==> src/rtl/nnpds_pkg.sv <==
`timescale 1ns / 1ps
`default_nettype none
package nnpds_pkg;

   localparam int ADDR_W    = 32;
   localparam int BYTE_W    = 8;
   localparam int CFG_W     = 16;
   localparam int BPP_W     = 3;
   localparam int COMP_W    = 2;
   localparam int CSR_IDX_W = 3;

   typedef enum logic [CSR_IDX_W-1:0] {
      CSR_SOURCE_WIDTH    = 3'd0,
      CSR_SOURCE_HEIGHT   = 3'd1,
      CSR_BYTES_PER_PIXEL = 3'd2,
      CSR_POW2_MODE       = 3'd3,
      CSR_TARGET_WIDTH    = 3'd4,
      CSR_TARGET_HEIGHT   = 3'd5
   } csr_index_type;

   typedef enum logic [2:0] {
      ST_IDLE,
      ST_DIV,
      ST_MUL,
      ST_SUM,
      ST_OUT
   } state_type;

   typedef struct packed {
      logic accept;
      logic mul_en;
      logic sum_en;
      logic out_load;
   } cmd_type;

   typedef struct packed {
      logic item_ok;
      logic div_done;
      logic out_free;
   } status_type;

   // highest set bit, or one for a zero size
   function automatic logic [CFG_W-1:0] pow2_floor(input logic [CFG_W-1:0] v);
      logic [CFG_W-1:0] result;
      result = CFG_W'(1);
      for (int i = 0; i < CFG_W; i++) begin
         if (v[i]) begin
            result = CFG_W'(1) << i;
         end
      end
      return result;
   endfunction

endpackage
`default_nettype wire

==> src/rtl/nnpds_div.sv <==
`timescale 1ns / 1ps
`default_nettype none
module nnpds_div #(
   parameter int DIM_BITS = 16
) (
   input  wire logic                    clock,
   input  wire logic                    reset,
   input  wire logic                    start,
   input  wire logic [2*DIM_BITS-1:0]   dividend,
   input  wire logic [DIM_BITS-1:0]     divisor,
   output logic      [2*DIM_BITS-1:0]   quotient,
   output logic                         done
);

   localparam int Q_W   = 2 * DIM_BITS;
   localparam int CNT_W = $clog2(Q_W);

   logic              busy_ff, busy_in;
   logic              done_ff, done_in;
   logic [CNT_W-1:0]  cnt_ff, cnt_in;
   logic [Q_W-1:0]    q_ff, q_in;
   logic [DIM_BITS-1:0] rem_ff, rem_in;
   logic [DIM_BITS-1:0] dvs_ff, dvs_in;
   logic [DIM_BITS:0]   rem_sh;
   logic [DIM_BITS:0]   rem_diff;

   assign rem_sh   = {rem_ff, q_ff[Q_W-1]};
   assign rem_diff = rem_sh - {1'b0, dvs_ff};

   always_comb begin
      busy_in = busy_ff;
      done_in = 1'b0;
      cnt_in  = cnt_ff;
      q_in    = q_ff;
      rem_in  = rem_ff;
      dvs_in  = dvs_ff;
      if (start) begin
         busy_in = 1'b1;
         cnt_in  = '0;
         q_in    = dividend;
         rem_in  = '0;
         dvs_in  = divisor;
      end else if (busy_ff) begin
         if (rem_sh >= {1'b0, dvs_ff}) begin
            rem_in = rem_diff[DIM_BITS-1:0];
            q_in   = {q_ff[Q_W-2:0], 1'b1};
         end else begin
            rem_in = rem_sh[DIM_BITS-1:0];
            q_in   = {q_ff[Q_W-2:0], 1'b0};
         end
         cnt_in = cnt_ff + CNT_W'(1);
         if (cnt_ff == CNT_W'(Q_W - 1)) begin
            busy_in = 1'b0;
            done_in = 1'b1;
         end
      end
   end

   always_ff @(posedge clock) begin
      if (reset) begin
         busy_ff <= 1'b0;
         done_ff <= 1'b0;
         cnt_ff  <= '0;
      end else begin
         busy_ff <= busy_in;
         done_ff <= done_in;
         cnt_ff  <= cnt_in;
      end
      q_ff   <= q_in;
      rem_ff <= rem_in;
      dvs_ff <= dvs_in;
   end

   assign quotient = q_ff;
   assign done     = done_ff;

endmodule
`default_nettype wire

==> src/rtl/nnpds_ctrl.sv <==
`timescale 1ns / 1ps
`default_nettype none
module nnpds_ctrl (
   input  wire logic                   clock,
   input  wire logic                   reset,
   input  wire logic                   req_valid,
   input  wire nnpds_pkg::status_type  status,
   output nnpds_pkg::cmd_type          cmd,
   output logic                        req_stall
);

   nnpds_pkg::state_type state_ff, state_in;

   always_comb begin
      state_in = state_ff;
      case (state_ff)
         nnpds_pkg::ST_IDLE: begin
            if (req_valid && status.item_ok) begin
               state_in = nnpds_pkg::ST_DIV;
            end
         end
         nnpds_pkg::ST_DIV: begin
            if (status.div_done) begin
               state_in = nnpds_pkg::ST_MUL;
            end
         end
         nnpds_pkg::ST_MUL: begin
            state_in = nnpds_pkg::ST_SUM;
         end
         nnpds_pkg::ST_SUM: begin
            state_in = nnpds_pkg::ST_OUT;
         end
         nnpds_pkg::ST_OUT: begin
            if (status.out_free) begin
               state_in = nnpds_pkg::ST_IDLE;
            end
         end
         default: begin
            state_in = nnpds_pkg::ST_IDLE;
         end
      endcase
   end

   always_comb begin
      cmd       = '0;
      req_stall = 1'b1;
      case (state_ff)
         nnpds_pkg::ST_IDLE: begin
            req_stall  = 1'b0;
            cmd.accept = req_valid;
         end
         nnpds_pkg::ST_MUL: begin
            cmd.mul_en = 1'b1;
         end
         nnpds_pkg::ST_SUM: begin
            cmd.sum_en = 1'b1;
         end
         nnpds_pkg::ST_OUT: begin
            cmd.out_load = status.out_free;
         end
         default: begin
            req_stall = 1'b1;
         end
      endcase
   end

   always_ff @(posedge clock) begin
      if (reset) begin
         state_ff <= nnpds_pkg::ST_IDLE;
      end else begin
         state_ff <= state_in;
      end
   end

endmodule
`default_nettype wire

==> src/rtl/nnpds_dpath.sv <==
`timescale 1ns / 1ps
`default_nettype none
module nnpds_dpath #(
   parameter int DIM_BITS       = 16,
   parameter int MAX_COMPONENTS = 4
) (
   input  wire logic                                clock,
   input  wire logic                                reset,
   input  wire logic                                csr_write_enable,
   input  wire logic [nnpds_pkg::CSR_IDX_W-1:0]     csr_index,
   input  wire logic [nnpds_pkg::CFG_W-1:0]         csr_write_data,
   input  wire logic [nnpds_pkg::BYTE_W-1:0]        req_source_byte,
   input  wire logic                                rsp_stall,
   input  wire nnpds_pkg::cmd_type                  cmd,
   output nnpds_pkg::status_type                    status,
   output logic                                     rsp_valid,
   output logic [nnpds_pkg::ADDR_W-1:0]             rsp_dest_address,
   output logic [nnpds_pkg::BYTE_W-1:0]             rsp_dest_byte,
   output logic                                     rsp_frame_last
);

   localparam int PROD_W = 2 * DIM_BITS;
   localparam int AW     = nnpds_pkg::ADDR_W;
   localparam int CW     = nnpds_pkg::COMP_W;
   localparam int BW     = nnpds_pkg::BPP_W;

   // configuration
   logic [nnpds_pkg::CFG_W-1:0] src_w_ff, src_h_ff, tgt_w_ff, tgt_h_ff;
   logic [BW-1:0]               bpp_ff;
   logic                        pow2_ff;

   // position and latched target
   logic [DIM_BITS-1:0] col_cnt_ff, col_cnt_in;
   logic [DIM_BITS-1:0] row_cnt_ff, row_cnt_in;
   logic [CW-1:0]       comp_cnt_ff, comp_cnt_in;
   logic [DIM_BITS-1:0] dw_ff, dw_in;
   logic [DIM_BITS-1:0] dh_ff, dh_in;

   // captured request
   logic [nnpds_pkg::BYTE_W-1:0] byte_ff;
   logic [CW-1:0]                comp_cap_ff;
   logic [BW-1:0]                bpp_cap_ff;
   logic                         last_cap_ff;

   logic [AW-1:0] prod_ff;
   logic [AW-1:0] sum_ff;

   logic                         rsp_valid_ff;
   logic [AW-1:0]                rsp_addr_ff;
   logic [nnpds_pkg::BYTE_W-1:0] rsp_byte_ff;
   logic                         rsp_last_ff;

   logic [DIM_BITS-1:0] sw, sh, dw_sel, dh_sel, dw_next, dh_next;
   logic [nnpds_pkg::CFG_W-1:0] sw_p2, sh_p2;
   logic                fmt_ok, size_ok, tgt_ok, item_ok, frame_start;
   logic                last_comp, last_col, last_row, go;
   logic [PROD_W-1:0]   col_dividend, row_dividend;
   logic [PROD_W-1:0]   col_q, row_q;
   logic                col_done, row_done;
   logic [AW-1:0]       row_mul;
   logic                out_free;

   assign sw    = src_w_ff[DIM_BITS-1:0];
   assign sh    = src_h_ff[DIM_BITS-1:0];
   assign sw_p2 = nnpds_pkg::pow2_floor(nnpds_pkg::CFG_W'(sw));
   assign sh_p2 = nnpds_pkg::pow2_floor(nnpds_pkg::CFG_W'(sh));

   assign dw_sel = pow2_ff ? sw_p2[DIM_BITS-1:0] : tgt_w_ff[DIM_BITS-1:0];
   assign dh_sel = pow2_ff ? sh_p2[DIM_BITS-1:0] : tgt_h_ff[DIM_BITS-1:0];

   assign frame_start = (col_cnt_ff == '0) && (row_cnt_ff == '0) && (comp_cnt_ff == '0);
   assign dw_next     = frame_start ? dw_sel : dw_ff;
   assign dh_next     = frame_start ? dh_sel : dh_ff;

   assign fmt_ok  = (bpp_ff != '0) && (bpp_ff <= BW'(MAX_COMPONENTS));
   assign size_ok = (sw != '0) && (sh != '0);
   assign tgt_ok  = (dw_next != '0) && (dh_next != '0);
   assign item_ok = fmt_ok && size_ok && tgt_ok;
   assign go      = cmd.accept && item_ok;

   assign last_comp = ({1'b0, comp_cnt_ff} + BW'(1)) >= bpp_ff;
   assign last_col  = ({1'b0, col_cnt_ff} + (DIM_BITS + 1)'(1)) >= {1'b0, sw};
   assign last_row  = ({1'b0, row_cnt_ff} + (DIM_BITS + 1)'(1)) >= {1'b0, sh};

   assign col_dividend = PROD_W'(dw_next) * PROD_W'(col_cnt_ff);
   assign row_dividend = PROD_W'(dh_next) * PROD_W'(row_cnt_ff);

   nnpds_div #(.DIM_BITS(DIM_BITS)) u_col_div (
      .clock    (clock),
      .reset    (reset),
      .start    (go),
      .dividend (col_dividend),
      .divisor  (sw),
      .quotient (col_q),
      .done     (col_done)
   );

   nnpds_div #(.DIM_BITS(DIM_BITS)) u_row_div (
      .clock    (clock),
      .reset    (reset),
      .start    (go),
      .dividend (row_dividend),
      .divisor  (sh),
      .quotient (row_q),
      .done     (row_done)
   );

   assign row_mul = AW'(row_q) * AW'(dw_ff);

   always_comb begin
      col_cnt_in  = col_cnt_ff;
      row_cnt_in  = row_cnt_ff;
      comp_cnt_in = comp_cnt_ff;
      dw_in       = dw_ff;
      dh_in       = dh_ff;
      if (cmd.accept && fmt_ok && size_ok && frame_start) begin
         dw_in = dw_sel;
         dh_in = dh_sel;
      end
      if (go) begin
         if (!last_comp) begin
            comp_cnt_in = comp_cnt_ff + CW'(1);
         end else begin
            comp_cnt_in = '0;
            if (!last_col) begin
               col_cnt_in = col_cnt_ff + DIM_BITS'(1);
            end else begin
               col_cnt_in = '0;
               if (!last_row) begin
                  row_cnt_in = row_cnt_ff + DIM_BITS'(1);
               end else begin
                  row_cnt_in = '0;
               end
            end
         end
      end
   end

   always_ff @(posedge clock) begin
      if (reset) begin
         src_w_ff <= '0;
         src_h_ff <= '0;
         bpp_ff   <= '0;
         pow2_ff  <= 1'b1;
         tgt_w_ff <= '0;
         tgt_h_ff <= '0;
      end else if (csr_write_enable) begin
         case (csr_index)
            nnpds_pkg::CSR_SOURCE_WIDTH:    src_w_ff <= csr_write_data;
            nnpds_pkg::CSR_SOURCE_HEIGHT:   src_h_ff <= csr_write_data;
            nnpds_pkg::CSR_BYTES_PER_PIXEL: bpp_ff   <= csr_write_data[BW-1:0];
            nnpds_pkg::CSR_POW2_MODE:       pow2_ff  <= csr_write_data[0];
            nnpds_pkg::CSR_TARGET_WIDTH:    tgt_w_ff <= csr_write_data;
            nnpds_pkg::CSR_TARGET_HEIGHT:   tgt_h_ff <= csr_write_data;
            default: begin
            end
         endcase
      end
   end

   always_ff @(posedge clock) begin
      if (reset) begin
         col_cnt_ff  <= '0;
         row_cnt_ff  <= '0;
         comp_cnt_ff <= '0;
         dw_ff       <= '0;
         dh_ff       <= '0;
      end else begin
         col_cnt_ff  <= col_cnt_in;
         row_cnt_ff  <= row_cnt_in;
         comp_cnt_ff <= comp_cnt_in;
         dw_ff       <= dw_in;
         dh_ff       <= dh_in;
      end
   end

   always_ff @(posedge clock) begin
      if (go) begin
         byte_ff     <= req_source_byte;
         comp_cap_ff <= comp_cnt_ff;
         bpp_cap_ff  <= bpp_ff;
         last_cap_ff <= last_comp && last_col && last_row;
      end
      if (cmd.mul_en) begin
         prod_ff <= row_mul;
      end
      if (cmd.sum_en) begin
         sum_ff <= (AW'(col_q) + prod_ff) * AW'(bpp_cap_ff);
      end
   end

   // output register
   assign out_free = !rsp_valid_ff || !rsp_stall;

   always_ff @(posedge clock) begin
      if (reset) begin
         rsp_valid_ff <= 1'b0;
      end else if (cmd.out_load) begin
         rsp_valid_ff <= 1'b1;
      end else if (!rsp_stall) begin
         rsp_valid_ff <= 1'b0;
      end
      if (cmd.out_load) begin
         rsp_addr_ff <= sum_ff + AW'(comp_cap_ff);
         rsp_byte_ff <= byte_ff;
         rsp_last_ff <= last_cap_ff;
      end
   end

   assign status.item_ok  = item_ok;
   assign status.div_done = col_done && row_done;
   assign status.out_free = out_free;

   assign rsp_valid        = rsp_valid_ff;
   assign rsp_dest_address = rsp_addr_ff;
   assign rsp_dest_byte    = rsp_byte_ff;
   assign rsp_frame_last   = rsp_last_ff;

endmodule
`default_nettype wire

==> src/rtl/nearest_neighbor_pow2_downscaler_core.sv <==
// Nearest-neighbor image rescaler with power-of-two or explicit target size.
// Request channel: req_valid / req_stall / req_source_byte, one source component
// byte per request in raster order (component, then column, then row).
// Response channel: rsp_valid / rsp_stall carry one destination write per
// request: rsp_dest_address, rsp_dest_byte and rsp_frame_last on the final
// byte of the frame. A request with an invalid format, an empty source or an
// empty target gives no response.
// Configuration: csr_write_enable / csr_index / csr_write_data, to be written
// only while the block is idle; the block itself does not enforce this. The
// target size is latched at each frame start. Two bit-serial dividers form the
// column and row quotients. A new request is taken only once the previous one
// is in the output register; req_stall is high while a request is in work.
// A finished response waits in the output register while rsp_stall is high,
// and the next request is still taken; a further response waits until the
// register frees up. Reset is synchronous: counters, state and rsp_valid clear,
// pow2_mode goes to one, the other settings to zero; data registers are not reset.
`timescale 1ns / 1ps
`default_nettype none
module nearest_neighbor_pow2_downscaler_core #(
   parameter int DIM_BITS       = 16,
   parameter int MAX_COMPONENTS = 4
) (
   input  wire logic                                clock,
   input  wire logic                                reset,
   input  wire logic                                csr_write_enable,
   input  wire logic [nnpds_pkg::CSR_IDX_W-1:0]     csr_index,
   input  wire logic [nnpds_pkg::CFG_W-1:0]         csr_write_data,
   input  wire logic                                req_valid,
   output logic                                     req_stall,
   input  wire logic [nnpds_pkg::BYTE_W-1:0]        req_source_byte,
   output logic                                     rsp_valid,
   input  wire logic                                rsp_stall,
   output logic [nnpds_pkg::ADDR_W-1:0]             rsp_dest_address,
   output logic [nnpds_pkg::BYTE_W-1:0]             rsp_dest_byte,
   output logic                                     rsp_frame_last
);

   nnpds_pkg::cmd_type    cmd;
   nnpds_pkg::status_type status;

   nnpds_ctrl u_ctrl (
      .clock     (clock),
      .reset     (reset),
      .req_valid (req_valid),
      .status    (status),
      .cmd       (cmd),
      .req_stall (req_stall)
   );

   nnpds_dpath #(
      .DIM_BITS       (DIM_BITS),
      .MAX_COMPONENTS (MAX_COMPONENTS)
   ) u_dpath (
      .clock            (clock),
      .reset            (reset),
      .csr_write_enable (csr_write_enable),
      .csr_index        (csr_index),
      .csr_write_data   (csr_write_data),
      .req_source_byte  (req_source_byte),
      .rsp_stall        (rsp_stall),
      .cmd              (cmd),
      .status           (status),
      .rsp_valid        (rsp_valid),
      .rsp_dest_address (rsp_dest_address),
      .rsp_dest_byte    (rsp_dest_byte),
      .rsp_frame_last   (rsp_frame_last)
   );

endmodule
`default_nettype wire
==> config.mk <==
export PLATFORM = sky130hd
export DESIGN_NAME = nearest_neighbor_pow2_downscaler_core
export DESIGN_NICKNAME = d
export VERILOG_FILES = /design/src/rtl/nnpds_pkg.sv /design/src/rtl/nnpds_div.sv /design/src/rtl/nnpds_ctrl.sv /design/src/rtl/nnpds_dpath.sv /design/src/rtl/nearest_neighbor_pow2_downscaler_core.sv
export SDC_FILE = /design/constraint.sdc
export NUM_CORES = 2
export LEC_CHECK = 0
export ABC_AREA = 1
export ABC_CLOCK_PERIOD_IN_PS = 8650
export BUFFER_PORTS_ARGS = -buffer_cell sky130_fd_sc_hd__buf_2
export CORE_MARGIN = 10
export CORE_UTILIZATION = 49
export CTS_CLUSTER_DIAMETER = 60
export CTS_CLUSTER_SIZE = 28
export DETAILED_ROUTE_END_ITERATION = 10
export SLEW_MARGIN = 20
export SYNTH_ARGS = -nofsm -noshare
export SYNTH_HDL_FRONTEND = slang
export SYNTH_SLANG_ARGS = --single-unit
==> constraint.sdc <==
create_clock -name clock -period 8.65 [get_ports clock]
set_input_delay 1.73 -clock clock [delete_from_list [all_inputs] [get_ports clock]]
set_output_delay 1.73 -clock clock [all_outputs]
set_load 0.01 [all_outputs]
==> results by stage <==
Run status:
- The run finished with clean final reports.

Place:
- The count of placed standard cells including taps is 7926.
- Routability-driven placement finished with a final weighted congestion of 0.941.
- The placed standard-cell area is 54100 sq um.
- The placed wire-length estimate after detailed placement is 122000 microns.
- The number of port buffers is 74.

Die:
- The floorplan step set the die width to 347 microns.
- The initial utilization of the core area, before any placement, comes to 49.5%.
- 75 I/O pins were placed.
- The height of the die is 347 microns.
- The floorplan step defined a core boundary enclosing 106000 sq um.
- The die covers 120000 sq um.
- The number of placement rows is 119.

Detailed routing:
- The average via count per standard cell is 5.35.
- The highest layer touched by signal routing is met4.
- The first detailed-routing pass took 6 iterations.
- The count of unresolved DRC violations after routing is 0.
- After detailed routing, the met2 layer carries 70500 microns of wire.
- The average wire per standard cell is 19.0 microns.
- Across all layers, the routed design uses 42900 vias.
- The post-route antenna net violation count is 0.
- After detailed routing, the wire length on met1 is 67200 microns.
- Summed over all layers, the routed wires come to 153000 microns.
- The starting DRC count in detailed routing is 3398.
- In the detailed route, the total length drawn on met3 is 10100 microns.

Logic synthesis:
- For this run, the number of Yosys warnings is 0.
- Averaged over all synthesized cells, the footprint is 7.89 sq um.
- The main combinational cell family by area after synthesis is adder cells.
- The synthesized design contains 399 register bits.
- After Yosys synthesis, XOR and XNOR cells account for 4.01% of the synthesized area.
- The dominant cell type by area after synthesis is sky130_fd_sc_hd__fa_1.
- After synthesis, the largest area contributor takes up 27.8% of total cell area.
- Synthesis produced a netlist with a net count of 7795.
- After Yosys synthesis, and, or, nand and nor cells account for 19.2% of the synthesized area.
- The primary flip-flop cell chosen by synthesis mapping is sky130_fd_sc_hd__edfxtp_1.
- Counting distinct cell types in the post-synthesis netlist gives 55.
- Synthesis handed over a netlist of 6624 instances.
- The synthesized netlist devotes 37.7% of its cell area to adder and majority cells.
- Sorting the synthesized cells by area gives the leading types as sky130_fd_sc_hd__fa_1 28%, sky130_fd_sc_hd__edfxtp_1 12%, sky130_fd_sc_hd__nand2_1 11%, sky130_fd_sc_hd__ha_1 9.9%, sky130_fd_sc_hd__inv_1 9.6%.
- The multiplexer share of the synthesized area is 0%.
- After synthesis, flip-flops and latches occupy 19.4% of the total area.
- Yosys mapped a number of flops with a built-in enable equal to 215.
- The synthesized netlist occupies a cell area of 52300 sq um.
- The fraction of the mapped netlist area in compound gates is 7.84%.
- Counting flops with an async set or reset pin after synthesis yields a share of 0%.

Setup path:
- On the worst path, the slowest cell contributes a delay of 0.81 ns.
- Of all nets on the critical path, the largest fanout is 17.
- The worst setup path is launched from a flip-flop.
- The endpoint required time on the critical path is 9.06 ns.
- The length in cells of the worst reg-to-reg path is 34.
- The worst setup path is captured at a flip-flop.
- The cell type with the highest occurrence count on the critical path is sky130_fd_sc_hd__inv_1.
- For this design, the slowest cell found on the critical path is sky130_fd_sc_hd__dfxtp_1.
- In this run the critical register-to-register path is captured at u_dpath.u_col_div.quotient[26]$_DFFE_PP_.
- The worst register-to-register path begins at u_dpath.col_cnt_ff[1]$_SDFFE_PP0P_.
- At the worst endpoint, the arrival time is 8.52 ns.
- The worst reg-to-reg setup slack is 0.55 ns.
- The critical path is of the flip-flop to flip-flop type.

Layout:
- After routing the design area is 56000 sq um.
- The number of standard cells in the layout, taps in and fillers out is 8018.
- The area growth from synthesis to layout is 7.08%.
- The fill cell total of the finished layout is 10200.
- The most common cell after layout, fill and taps aside is sky130_fd_sc_hd__nand2_1.
- The post-route netlist has 4.71% of its cells at a drive strength greater than 1.
- The number of diodes is 0.
- The final layout contains 7758 nets.
- The storage element area is 10100 sq um.
- The library cells used most frequently in the layout, excluding fill and tap cells, are 1536 x sky130_fd_sc_hd__nand2_1, 1339 x sky130_fd_sc_hd__inv_1, 726 x sky130_fd_sc_hd__fa_1.
- Summing all multi-input logic gate instances after layout gives 36000 sq um.

STA:
- The worst pin sits at a relative slew slack of 24.4%.
- Setup violations remaining at the end of the flow were counted as 0.
- At the pin with the least slew margin, the transition time is 1.13 ns.
- The part of the cycle the worst path needs is 93.7%.
- Final hold analysis gives a worst-case slack of 0.422 ns.
- After routing, the total negative slack on setup checks comes to 0 ns.
- The achievable clock frequency is 123 MHz.
- The worst setup skew after layout is 0.0744 ns.
- The post-layout minimum cycle time is 8.10 ns.
- Setup repair after global routing left no endpoint under its margin.
- The number of endpoints with negative hold slack in the final report is 0.
- The number of max-slew violations in the final report is 0.

Clock tree:
- The post-CTS setup buffer count is 0.
- Hold repair after CTS inserted 0 buffers.
- After clock tree synthesis, the repair step resized 0 gates.
- TritonCTS built the clock tree.
- The source-to-sink clock delay at the later pin of the worst-skew pair is 0.70 ns.
- The number of buffers added by the clock tree synthesis step is 48.
- The root cell of the clock tree is sky130_fd_sc_hd__clkbuf_16.
- The H-tree generated during clock tree synthesis spans 2 levels.
- The clock sink count is 399.
- The maximum buffer depth of the clock tree is 3.
- The CTS clock-pin slew for the worst setup and hold paths is 0.08 ns.

Global routing:
- The total global routing overflow is 0.
- The via count of the first global-routing pass is 43800.
- Entering global routing, the biggest net connects 113 pins.
- The first global-routing pass estimated 245000 microns of wire.
- In the global route stage, overall resource usage came out at 25.6%.
- The number of antenna violations at the first check in global routing is 2.

Min path:
- Along the worst hold path, the cell count comes to 0.
- In this run the most critical hold path is launched from u_dpath.byte_ff[3]$_DFFE_PP_.
- The path class of the lowest-slack min-delay path is flip-flop to flip-flop.
- For hold timing, the worst endpoint is u_dpath.rsp_dest_byte[3]$_DFFE_PP_.

Power:
- The design draws 8630 uW.
- The static power due to leakage is 0.0270 uW.
- IR analysis of the VDD net gives a maximum drop of 0.187 mV.
- Power spread over the standard cell area amounts to 154 nW/um^2.

Job:
- The max-cap check violation count is 0.
layout make-up:
type	instances	share of cell area (%)
clock inverter	39	1.10
clock buffer	51	2.24
tap	1391	3.11
timing repair buffer	173	2.01
sequential	399	18.1
inverter	1359	9.11
multi-input combinational	4606	64.3
sequential cells by signal, indices dropped and copies added (netlist names), 5 cells and up:
name                        cells
u_dpath.sh                     16
u_dpath.u_col_div.dvs_ff       16
u_dpath.prod_ff                32
u_dpath.u_col_div.rem_ff       16
u_dpath.dh_ff                  16
u_dpath.dw_ff                  16
u_dpath.src_w_ff               16
u_dpath.tgt_h_ff               16
u_dpath.u_row_div.cnt_ff        5
u_dpath.col_cnt_ff             16
u_dpath.u_row_div.dvs_ff       16
u_dpath.u_col_div.cnt_ff        5
u_dpath.tgt_w_ff               16
u_dpath.u_row_div.quotient     32
u_dpath.rsp_dest_address       32
u_dpath.row_cnt_ff             16
u_dpath.sum_ff                 32
u_dpath.byte_ff                 8
u_dpath.u_col_div.quotient     32
u_dpath.rsp_dest_byte           8
u_dpath.u_row_div.rem_ff       16
how the worst max path moves through the flow:
| stage | to | startpoint | cells past startpoint | slack (ns) |
|---|---|---|---|---|
| global placement | u_dpath.u_row_div.quotient[23]$_DFFE_PP_ | u_dpath.col_cnt_ff[1]$_SDFFE_PP0P_ | 31 | 0.77 |
| global route | u_dpath.u_col_div.quotient[23]$_DFFE_PP_ | u_dpath.col_cnt_ff[1]$_SDFFE_PP0P_ | 32 | 0.01 |
| floorplan | u_dpath.u_row_div.quotient[22]$_DFFE_PP_ | u_dpath.row_cnt_ff[0]$_SDFFE_PP0P_ | 35 | 1.46 |
| finish | u_dpath.u_col_div.quotient[26]$_DFFE_PP_ | u_dpath.col_cnt_ff[1]$_SDFFE_PP0P_ | 34 | 0.55 |
| detailed placement | u_dpath.u_row_div.quotient[26]$_DFFE_PP_ | u_dpath.col_cnt_ff[1]$_SDFFE_PP0P_ | 29 | 0.56 |
| CTS | u_dpath.u_row_div.quotient[26]$_DFFE_PP_ | u_dpath.col_cnt_ff[1]$_SDFFE_PP0P_ | 29 | 0.55 |
worst max-delay path: cells and delay by family, from the launching register on:
kind,cells,cell delay (ns)
adder cells (fa/ha/maj),8,3.66
buffers and inverters,8,0.96
AND/OR/NAND/NOR,16,2.17
flip-flops,1,0.81
AO/OA/AOI/OAI,1,0.18
XOR/XNOR,1,0.07
cells in the mapped netlist, types with 3 or more instances:
| master | number |
|---|---|
| sky130_fd_sc_hd__nand3b_1 | 8 |
| sky130_fd_sc_hd__buf_1 | 17 |
| sky130_fd_sc_hd__and3_1 | 3 |
| sky130_fd_sc_hd__o31ai_1 | 7 |
| sky130_fd_sc_hd__nand2_2 | 11 |
| sky130_fd_sc_hd__clkbuf_1 | 196 |
| sky130_fd_sc_hd__inv_1 | 1340 |
| sky130_fd_sc_hd__xor2_1 | 144 |
| sky130_fd_sc_hd__o21ai_0 | 257 |
| sky130_fd_sc_hd__o21ai_2 | 4 |
| sky130_fd_sc_hd__or2_2 | 7 |
| sky130_fd_sc_hd__o21bai_1 | 27 |
| sky130_fd_sc_hd__buf_4 | 10 |
| sky130_fd_sc_hd__nor4_1 | 19 |
| sky130_fd_sc_hd__dfxtp_1 | 184 |
| sky130_fd_sc_hd__o211ai_1 | 19 |
| sky130_fd_sc_hd__nand3_1 | 175 |
| sky130_fd_sc_hd__nand4_1 | 72 |
| sky130_fd_sc_hd__buf_6 | 3 |
| sky130_fd_sc_hd__a31oi_1 | 14 |
| sky130_fd_sc_hd__buf_2 | 35 |
| sky130_fd_sc_hd__nor2_1 | 581 |
| sky130_fd_sc_hd__o221ai_1 | 4 |
| sky130_fd_sc_hd__inv_2 | 6 |
| sky130_fd_sc_hd__nor3_1 | 61 |
| sky130_fd_sc_hd__nor2_2 | 5 |
| sky130_fd_sc_hd__clkinv_1 | 13 |
| sky130_fd_sc_hd__nand2_1 | 1536 |
| sky130_fd_sc_hd__ha_1 | 413 |
| sky130_fd_sc_hd__o21ai_1 | 39 |
| sky130_fd_sc_hd__a211oi_1 | 28 |
| sky130_fd_sc_hd__a21boi_0 | 12 |
| sky130_fd_sc_hd__edfxtp_1 | 215 |
| sky130_fd_sc_hd__a21oi_1 | 288 |
| sky130_fd_sc_hd__xnor2_1 | 93 |
| sky130_fd_sc_hd__fa_1 | 726 |
| sky130_fd_sc_hd__o21a_1 | 11 |
| sky130_fd_sc_hd__a21o_1 | 17 |
cell families after synthesis:
group | after synthesis
buffers and inverters | 1620
DFF | 399
adders and majority gates | 1139
AOI/OAI and AO/OA | 739
and+or+nand+nor | 2489
xor gates and xnor gates | 238
metrics by stage:
stage	worst slack (ns)	util, %
2_1_floorplan	1.46	-
3_3_place_gp	0.774	51.2
3_5_place_dp	0.562	51.2
4_1_cts	0.554	53.0
5_1_grt	0.00960	53.0
6_report	0.548	53.0
metal layers:
| metal | track usage, % | vias up |
|---|---|---|
| li1 | - | 20300 |
| met4 | 7.87 | 0 |
| met2 | 42.1 | 1420 |
| met5 | 0 | - |
| met3 | 3.10 | 235 |
| met1 | 35.0 | 21000 |
report_power, final:
part	switching [uW]	internal (uW)
Combinational	2910	1160
Sequential	110	2120
Clock	1120	1210
Power figures use the tool's default switching activity.
